### config.mk
export PLATFORM = sky130hd
export DESIGN_NAME = huf_ctrl
export DESIGN_NICKNAME = d
export VERILOG_FILES = /design/src/rtl/huf_pkg.sv /design/src/rtl/huf_ctrl.sv
export SDC_FILE = /design/constraint.sdc
export NUM_CORES = 1
export LEC_CHECK = 0
export ABC_AREA = 1
export BUFFER_PORTS_ARGS = -buffer_cell sky130_fd_sc_hd__buf_2
export CAP_MARGIN = 15
export CORE_MARGIN = 5
export CORE_UTILIZATION = 46
export CTS_BUF_LIST = sky130_fd_sc_hd__clkbuf_8
export DETAILED_ROUTE_END_ITERATION = 16
export PLACE_DENSITY = 0.8
export SLEW_MARGIN = 20
export SYNTH_ARGS = -nofsm -noshare
export SYNTH_HDL_FRONTEND = slang
export SYNTH_SLANG_ARGS = --single-unit
export TNS_END_PERCENT = 100
### constraint.sdc
create_clock -name clock -period 1 [get_ports clock]
set_input_delay 0.1 -clock clock [delete_from_list [all_inputs] [get_ports clock]]
set_output_delay 0.1 -clock clock [all_outputs]
set_load 0.03 [all_outputs]
### src/rtl/huf_pkg.sv
// shared types, codes and constants of the huffman tree codec
package huf_pkg;

   localparam int MAX_SYMBOLS_DEF = 64;
   localparam int WEIGHT_BITS_DEF = 16;

   localparam int NODE_WEIGHT_W = 22;
   localparam logic [NODE_WEIGHT_W-1:0] WEIGHT_SAT = 22'h3FFFFF;

   typedef logic [1:0] kind_type;
   localparam kind_type KIND_ADD    = 2'd0;
   localparam kind_type KIND_BUILD  = 2'd1;
   localparam kind_type KIND_DECODE = 2'd2;
   localparam kind_type KIND_ENCODE = 2'd3;

   typedef logic [2:0] status_type;
   localparam status_type ST_OK          = 3'd0;
   localparam status_type ST_LIST_FULL   = 3'd1;
   localparam status_type ST_NO_SYMBOLS  = 3'd2;
   localparam status_type ST_NO_TREE     = 3'd3;
   localparam status_type ST_ABSENT      = 3'd4;
   localparam status_type ST_BIT_INVALID = 3'd5;

   typedef logic [4:0] op_type;
   localparam op_type OP_NONE      = 5'd0;
   localparam op_type OP_LATCH     = 5'd1;
   localparam op_type OP_ADD       = 5'd2;
   localparam op_type OP_RES_ST    = 5'd3;
   localparam op_type OP_INS_RD    = 5'd4;
   localparam op_type OP_INS_SHIFT = 5'd5;
   localparam op_type OP_INS_PUT   = 5'd6;
   localparam op_type OP_MRG_RD    = 5'd7;
   localparam op_type OP_POPA      = 5'd8;
   localparam op_type OP_POPB      = 5'd9;
   localparam op_type OP_PARB      = 5'd10;
   localparam op_type OP_ROOT      = 5'd11;
   localparam op_type OP_DEC_RD    = 5'd12;
   localparam op_type OP_DEC1      = 5'd13;
   localparam op_type OP_DEC2      = 5'd14;
   localparam op_type OP_ENC_START = 5'd15;
   localparam op_type OP_VIS_DOWN  = 5'd16;
   localparam op_type OP_VIS_FOUND = 5'd17;
   localparam op_type OP_BT_RD     = 5'd18;
   localparam op_type OP_BTP       = 5'd19;
   localparam op_type OP_BTN_RIGHT = 5'd20;
   localparam op_type OP_BTN_UP    = 5'd21;
   localparam op_type OP_PUSH      = 5'd22;
   localparam op_type OP_PUSH_BIT  = 5'd23;

   typedef struct packed {
      op_type     op;
      status_type st;
      logic       last;
   } cmd_type;

   typedef struct packed {
      kind_type kind;
      logic     pend_zero;
      logic     full;
      logic     pend_gt1;
      logic     tree_ready;
      logic     root_leaf;
      logic     scan_zero;
      logic     ins_shift;
      logic     leaf;
      logic     char_match;
      logic     depth_zero;
      logic     at_root;
      logic     is_left;
      logic     out_free;
      logic     emit_last;
   } flags_type;

endpackage

### src/rtl/huf_ctrl.sv
// sequencer of the huffman tree codec
module huf_ctrl import huf_pkg::*; (
   input  logic      clock,
   input  logic      reset,
   input  logic      req_valid,
   output logic      req_ready,
   input  flags_type fl,
   output cmd_type   cmd
);
   localparam logic [4:0] S_IDLE   = 5'd0;
   localparam logic [4:0] S_DISP   = 5'd1;
   localparam logic [4:0] S_INS_RD = 5'd2;
   localparam logic [4:0] S_INS_CK = 5'd3;
   localparam logic [4:0] S_MRG    = 5'd4;
   localparam logic [4:0] S_MRG2   = 5'd5;
   localparam logic [4:0] S_POPB   = 5'd6;
   localparam logic [4:0] S_PARB   = 5'd7;
   localparam logic [4:0] S_DEC1   = 5'd8;
   localparam logic [4:0] S_DEC2   = 5'd9;
   localparam logic [4:0] S_VIS    = 5'd10;
   localparam logic [4:0] S_BT     = 5'd11;
   localparam logic [4:0] S_BTP    = 5'd12;
   localparam logic [4:0] S_BTN    = 5'd13;
   localparam logic [4:0] S_EMIT   = 5'd14;
   localparam logic [4:0] S_BITS   = 5'd15;

   logic [4:0] state_ff, state_in;
   logic [4:0] ins_done;

   assign req_ready = (state_ff == S_IDLE);
   // after the list insert an add reports, a build merges on
   assign ins_done = (fl.kind == KIND_ADD) ? S_EMIT : S_MRG;

   always_comb begin
      state_in = state_ff;
      cmd      = '{op: OP_NONE, st: ST_OK, last: 1'b0};
      unique case (state_ff)
         S_IDLE: begin
            if (req_valid) begin
               cmd.op   = OP_LATCH;
               state_in = S_DISP;
            end
         end
         S_DISP: begin
            unique case (fl.kind)
               KIND_ADD: begin
                  if (fl.full) begin
                     cmd.op = OP_RES_ST; cmd.st = ST_LIST_FULL; state_in = S_EMIT;
                  end else begin
                     cmd.op = OP_ADD; state_in = S_INS_RD;
                  end
               end
               KIND_BUILD: begin
                  if (fl.pend_zero) begin
                     cmd.op = OP_RES_ST; cmd.st = ST_NO_SYMBOLS; state_in = S_EMIT;
                  end else begin
                     state_in = S_MRG;
                  end
               end
               KIND_DECODE: begin
                  if (!fl.tree_ready) begin
                     cmd.op = OP_RES_ST; cmd.st = ST_NO_TREE; state_in = S_EMIT;
                  end else if (fl.root_leaf) begin
                     cmd.op = OP_RES_ST; cmd.st = ST_BIT_INVALID; state_in = S_EMIT;
                  end else begin
                     cmd.op = OP_DEC_RD; state_in = S_DEC1;
                  end
               end
               default: begin
                  if (!fl.tree_ready) begin
                     cmd.op = OP_RES_ST; cmd.st = ST_NO_TREE; cmd.last = 1'b1;
                     state_in = S_EMIT;
                  end else begin
                     cmd.op = OP_ENC_START; state_in = S_VIS;
                  end
               end
            endcase
         end
         S_INS_RD: begin
            if (fl.scan_zero) begin
               cmd.op = OP_INS_PUT; state_in = ins_done;
            end else begin
               cmd.op = OP_INS_RD; state_in = S_INS_CK;
            end
         end
         S_INS_CK: begin
            if (fl.ins_shift) begin
               cmd.op = OP_INS_SHIFT; state_in = S_INS_RD;
            end else begin
               cmd.op = OP_INS_PUT; state_in = ins_done;
            end
         end
         S_MRG: begin
            cmd.op = OP_MRG_RD; state_in = S_MRG2;
         end
         S_MRG2: begin
            if (fl.pend_gt1) begin
               cmd.op = OP_POPA; state_in = S_POPB;
            end else begin
               cmd.op = OP_ROOT; state_in = S_EMIT;
            end
         end
         S_POPB: begin
            cmd.op = OP_POPB; state_in = S_PARB;
         end
         S_PARB: begin
            cmd.op = OP_PARB; state_in = S_INS_RD;
         end
         S_DEC1: begin
            cmd.op = OP_DEC1; state_in = S_DEC2;
         end
         S_DEC2: begin
            cmd.op = OP_DEC2; state_in = S_EMIT;
         end
         S_VIS: begin
            if (fl.leaf && fl.char_match) begin
               if (fl.depth_zero) begin
                  state_in = S_IDLE;
               end else begin
                  cmd.op = OP_VIS_FOUND; state_in = S_BITS;
               end
            end else if (fl.leaf) begin
               state_in = S_BT;
            end else begin
               cmd.op = OP_VIS_DOWN; state_in = S_VIS;
            end
         end
         S_BT: begin
            if (fl.at_root) begin
               cmd.op = OP_RES_ST; cmd.st = ST_ABSENT; cmd.last = 1'b1;
               state_in = S_EMIT;
            end else begin
               cmd.op = OP_BT_RD; state_in = S_BTP;
            end
         end
         S_BTP: begin
            cmd.op = OP_BTP; state_in = S_BTN;
         end
         S_BTN: begin
            if (fl.is_left) begin
               cmd.op = OP_BTN_RIGHT; state_in = S_VIS;
            end else begin
               cmd.op = OP_BTN_UP; state_in = S_BT;
            end
         end
         S_EMIT: begin
            if (fl.out_free) begin
               cmd.op = OP_PUSH; state_in = S_IDLE;
            end
         end
         S_BITS: begin
            if (fl.out_free) begin
               cmd.op = OP_PUSH_BIT;
               if (fl.emit_last) begin
                  state_in = S_IDLE;
               end
            end
         end
         default: begin
            state_in = S_IDLE;
         end
      endcase
   end

   always_ff @(posedge clock) begin
      if (reset) begin
         state_ff <= S_IDLE;
      end else begin
         state_ff <= state_in;
      end
   end
endmodule

# Word-level counts from Yosys, hierarchy flattened
# Cells that the tools add are included.
# Widths: inputs -> output; s select.
[op_classes]
addsub = 0
muxes = 44
div = 0
mul = 0
n_lt_le_gt_ge = 0
bitwise_logic = 0
n_reduce_logical = 5
n_shift = 0
eq_ne = 21
[ops]
columns = ["cell", "n"]
rows = [
  ["$pmux 5 s16", 2],
  ["$mux 5", 12],
  ["$eq 5x4->1 const B", 8],
  ["$mux 4", 10],
  ["$pmux 7 s3", 1],
  ["$eq 5x3->1 const B", 4],
  ["$mux 3", 5],
  ["$pmux 5 s3", 1],
  ["$eq 5x2->1 const B", 2],
  ["$mux 2", 4],
  ["$ne 2x2->1 const B", 4],
  ["$pmux 4 s2", 1],
  ["$mux 1", 7],
  ["$mux 7", 1],
  ["$eq 5x1->1 const B", 1],
  ["$logic_not 5->1", 1],
  ["$reduce_and 4->1", 1],
  ["$reduce_or 3->1", 1],
  ["$eq 2x1->1 const B", 1],
  ["$eq 2x2->1 const B", 1],
  ["$logic_not 2->1", 1],
  ["$logic_and 1x1->1", 1],
]
[totals]
inputBits = 19
out_inout_bits = 10
regBits = 5
word_cells = 71
mem_bits_rw = 0
latch_bits = 0
romBits = 0
memories = 0

# Depth between registers and ports, before layout
[logic_depth]
ltp_word = 4
mapped_depth = 10

# Least setup slack after synthesis
# OpenSTA, ideal clock, no wires.
[synth_path]
kind = "reg2out"
start = "register state_ff[3]"
end = "output port cmd[4] (netlist name)"
arrival_ps = 1528
path_buffers = 1
path_slack_ps = -628
path_stages_with_launch = 9
t_required_ps = 900
cell_sequence = "dfxtp_1 > buf_6 > inv_1 > nand2_2 > nor2_1 > nand2_1 > o2111ai_1 > nor2_1 > nand2_1"
[synth_rtl]
columns = ["element", "line_no", "source"]
rows = [
  ["start, declared", "huf_ctrl.sv:27", "logic [4:0] state_ff, state_in;"],
  ["start signal, assigned", "huf_ctrl.sv:169", "state_ff <= state_in;"],
  ["end, declared", "huf_ctrl.sv:8", "output cmd_type cmd"],
]

==> summary.txt <==
fraction of layout cells with a size suffix above 1: 58.87%
Seq/Total Area, Yosys: 9.831%
WL per Instance: 22.54 microns
CTS Hold Buffers Added: 0
Setup WS pre-CTS: -0.4611 ns
Yosys Warn Count: 0
critical path fanouts, max: 7
Worst Max-Slew Pin Slew: 0.3543 ns
number of flip-flops in the largest register: 4
violated checks: setup timing
run status: complete, but fails checks
FF+latch count, synth: 4
Die Width: 52.08 microns
Final ANT Viol Nets: 0
full die area: 2712 sq um
Worst setup EP type: output port
overall global routing resource usage: 29.42%
Final Power: 4.416 mW
Post-Route Skew: 0.01608 ns
Mapped Area: 814.5 sq um
Starting Density: 47.69%
Final Hold Violating Endpoints: 0
r2r startpoint: state_ff[0]
CTS Root Buffer Type: clkbuf_8
number of global-route vias before repair: 1382
via count: 1663
Worst Path Arrival: 1.67 ns
CTS H-tree lvls: 1
Max Freq: 563.6 MHz
Hold Crit Depth: 2
WHS: 0.04813 ns
Max Cap Viol: 0
CORE AREA: 1708 sq um
largest register by flop count: state_ff
count of final setup violators: 14
Top Registers: state_ff: 4 flops
total CTS buffers: 3
Worst-Skew Late Latency: 0.23 ns
post-layout min period: 1.774 ns
largest net degree at the start of global routing: 8
Reg2Reg Depth: 9
TritonRoute pass-1 iters: 5
Peak VDD IR: 0.002041 V
HP Class: primary input to register
Syn Nets: 179
num ports: 29
setup_tns: -7.261 ns
Layout area overhead: 103.2%
worst hold path startpoint: reset
die height: 52.08 microns
WHS Endpoint: state_ff[0]
Startpoint Class: register
1st-iter DRT viols: 186
CTS tree: built
Vias/cell: 6.496
first-pass GRT wire length: 5940 microns
Crit path required time: 0.90 ns
synthesized area per cell: 5.091 sq um
Setup crit start: state_ff[0]
R2R Setup Slk: -0.56 ns
ant diodes: 0
worst setup margin: -0.7743 ns
GPL Wtd Cong: 0.8978
grt total ovfl: 0
Post-DP HPWL: 2603 microns
post-synthesis cell count: 160
port bufs: 28
Period Utilization, post-route: 177.4%
LEAKAGE: 0.9093 nW
initial antenna violation count: 0
final max-slew violation count: 0
clock buffer depth: 2
Setup CP Type: register to output port
Clock Sinks: 4
Power Dens Cells: 2668 nW/um^2
Routed WL: 5770 microns
fin util: 96.92%
Nets: 251
RSZ-0062 raised after global routing: yes
worst rel slew slack: 76.13%
count of cell types in the netlist: 25
FF-to-FF End: state_ff[2]
Worst-path clk slew: 0.04 ns
DRC viols: 0
num rows: 15
==> power breakdown <==
group / internal, mW / switching (mW) / leakage, nW
clock network: 0.264 / 0.110 / 0.0269
logic: 1.46 / 2.16 / 0.847
registers: 0.247 / 0.179 / 0.0357
total: 1.97 / 2.45 / 0.909
==> cell usage in the layout (no fill, tap or decap), types with 4 or more instances in the layout <==
cell     synthesis  final
buf_6            1     13
inv_1           20     16
nor2_1          27     21
nand2_2          7     15
buf_4            0     37
nand2_1         42     26
nor2_4           2      8
nand3_1         24     19
nand2_4          0      7
inv_2            5      6
buf_2            1     18
o21ai_0          7      5
nand3_2          1      6
dfxtp_4          0      4
==> cells in the mapped netlist <==
| master | number | area share (%) |
|---|---|---|
| a211oi_1 | 1 | 0.92 |
| a21oi_1 | 4 | 2.5 |
| a31oi_2 | 1 | 1.5 |
| buf_2 | 1 | 0.61 |
| buf_6 | 1 | 1.4 |
| clkinv_1 | 2 | 0.92 |
| dfxtp_1 | 4 | 9.8 |
| inv_1 | 20 | 9.2 |
| inv_2 | 5 | 2.3 |
| nand2_1 | 42 | 19 |
| nand2_2 | 7 | 5.4 |
| nand3_1 | 24 | 15 |
| nand3_2 | 1 | 1.2 |
| nand3b_1 | 2 | 1.8 |
| nand4_1 | 1 | 0.77 |
| nor2_1 | 27 | 12 |
| nor2_2 | 2 | 1.5 |
| nor2_4 | 2 | 2.8 |
| nor3_1 | 1 | 0.61 |
| nor3_2 | 1 | 1.2 |
| o2111ai_1 | 1 | 1.1 |
| o211ai_1 | 1 | 0.92 |
| o21ai_0 | 7 | 4.3 |
| o21ai_1 | 1 | 0.61 |
| o41ai_2 | 1 | 2.0 |
==> kinds of logic (layout without fill, tap and decap cells) <==
family          after synthesis  after routing  synth area share (%)
buf+inv                      29            100                 14.44
simple gates                110            110                 61.90
compound gates               17             17                 13.83
flops                         4              4                 9.831
==> layout make-up <==
cell class | instances | area, sq um
Fill cell | 34 | 52.55
Timing Repair Buffer | 69 | 534.3
Inverter | 27 | 127.6
Multi-Input combinational cell | 127 | 822.0
Clock inverter | 1 | 3.754
Sequential cell | 4 | 95.09
Tap cell | 25 | 31.28
Clock buffer | 3 | 41.29
==> per-layer routing <==
layer  part of all wire [%]  GRT usage [%]  up-vias
met2                     43          52.93      204
met5                      0              0        -
li1                       -              -      653
met4                     12          15.28        0
met1                     32          32.87      714
met3                     12          4.298       92
==> worst max path at each step <==
stage | cells past startpoint | endpoint | slack, ns
finish | 8 | cmd[4] | -0.77
global route | 7 | cmd[5] | -0.86
CTS | 7 | cmd[5] | -0.51
detailed placement | 8 | cmd[4] | -0.46
global placement | 8 | cmd[4] | -0.43
floorplan | 5 | cmd[8] | -0.31
==> critical path: stages, from the launching register on <==
cell and delay [ns]:
dfxtp_4 0.41, inv_2 0.09, nand2_4 0.10, nor2_2 0.06
a31oi_2 0.22, o21ai_1 0.14, nor2_1 0.17, nand2_1 0.11
buf_6 0.15
==> metrics by stage <==
stage / std cells / cell area (sq um)
global placement: 243 / 1295
floorplan: 160 / 905.9
finish: 256 / 1655
CTS: 254 / 1535
global route: 256 / 1655
detailed placement: 243 / 1295
==> timing repair <==
action | CTS | global route
pin swaps | 6 | 15
setup endpoints to repair | 14 | 14
setup buffers | 7 | 3
resized for setup | 41 | 31
Note: power is estimated with default switching activity, not from simulation.
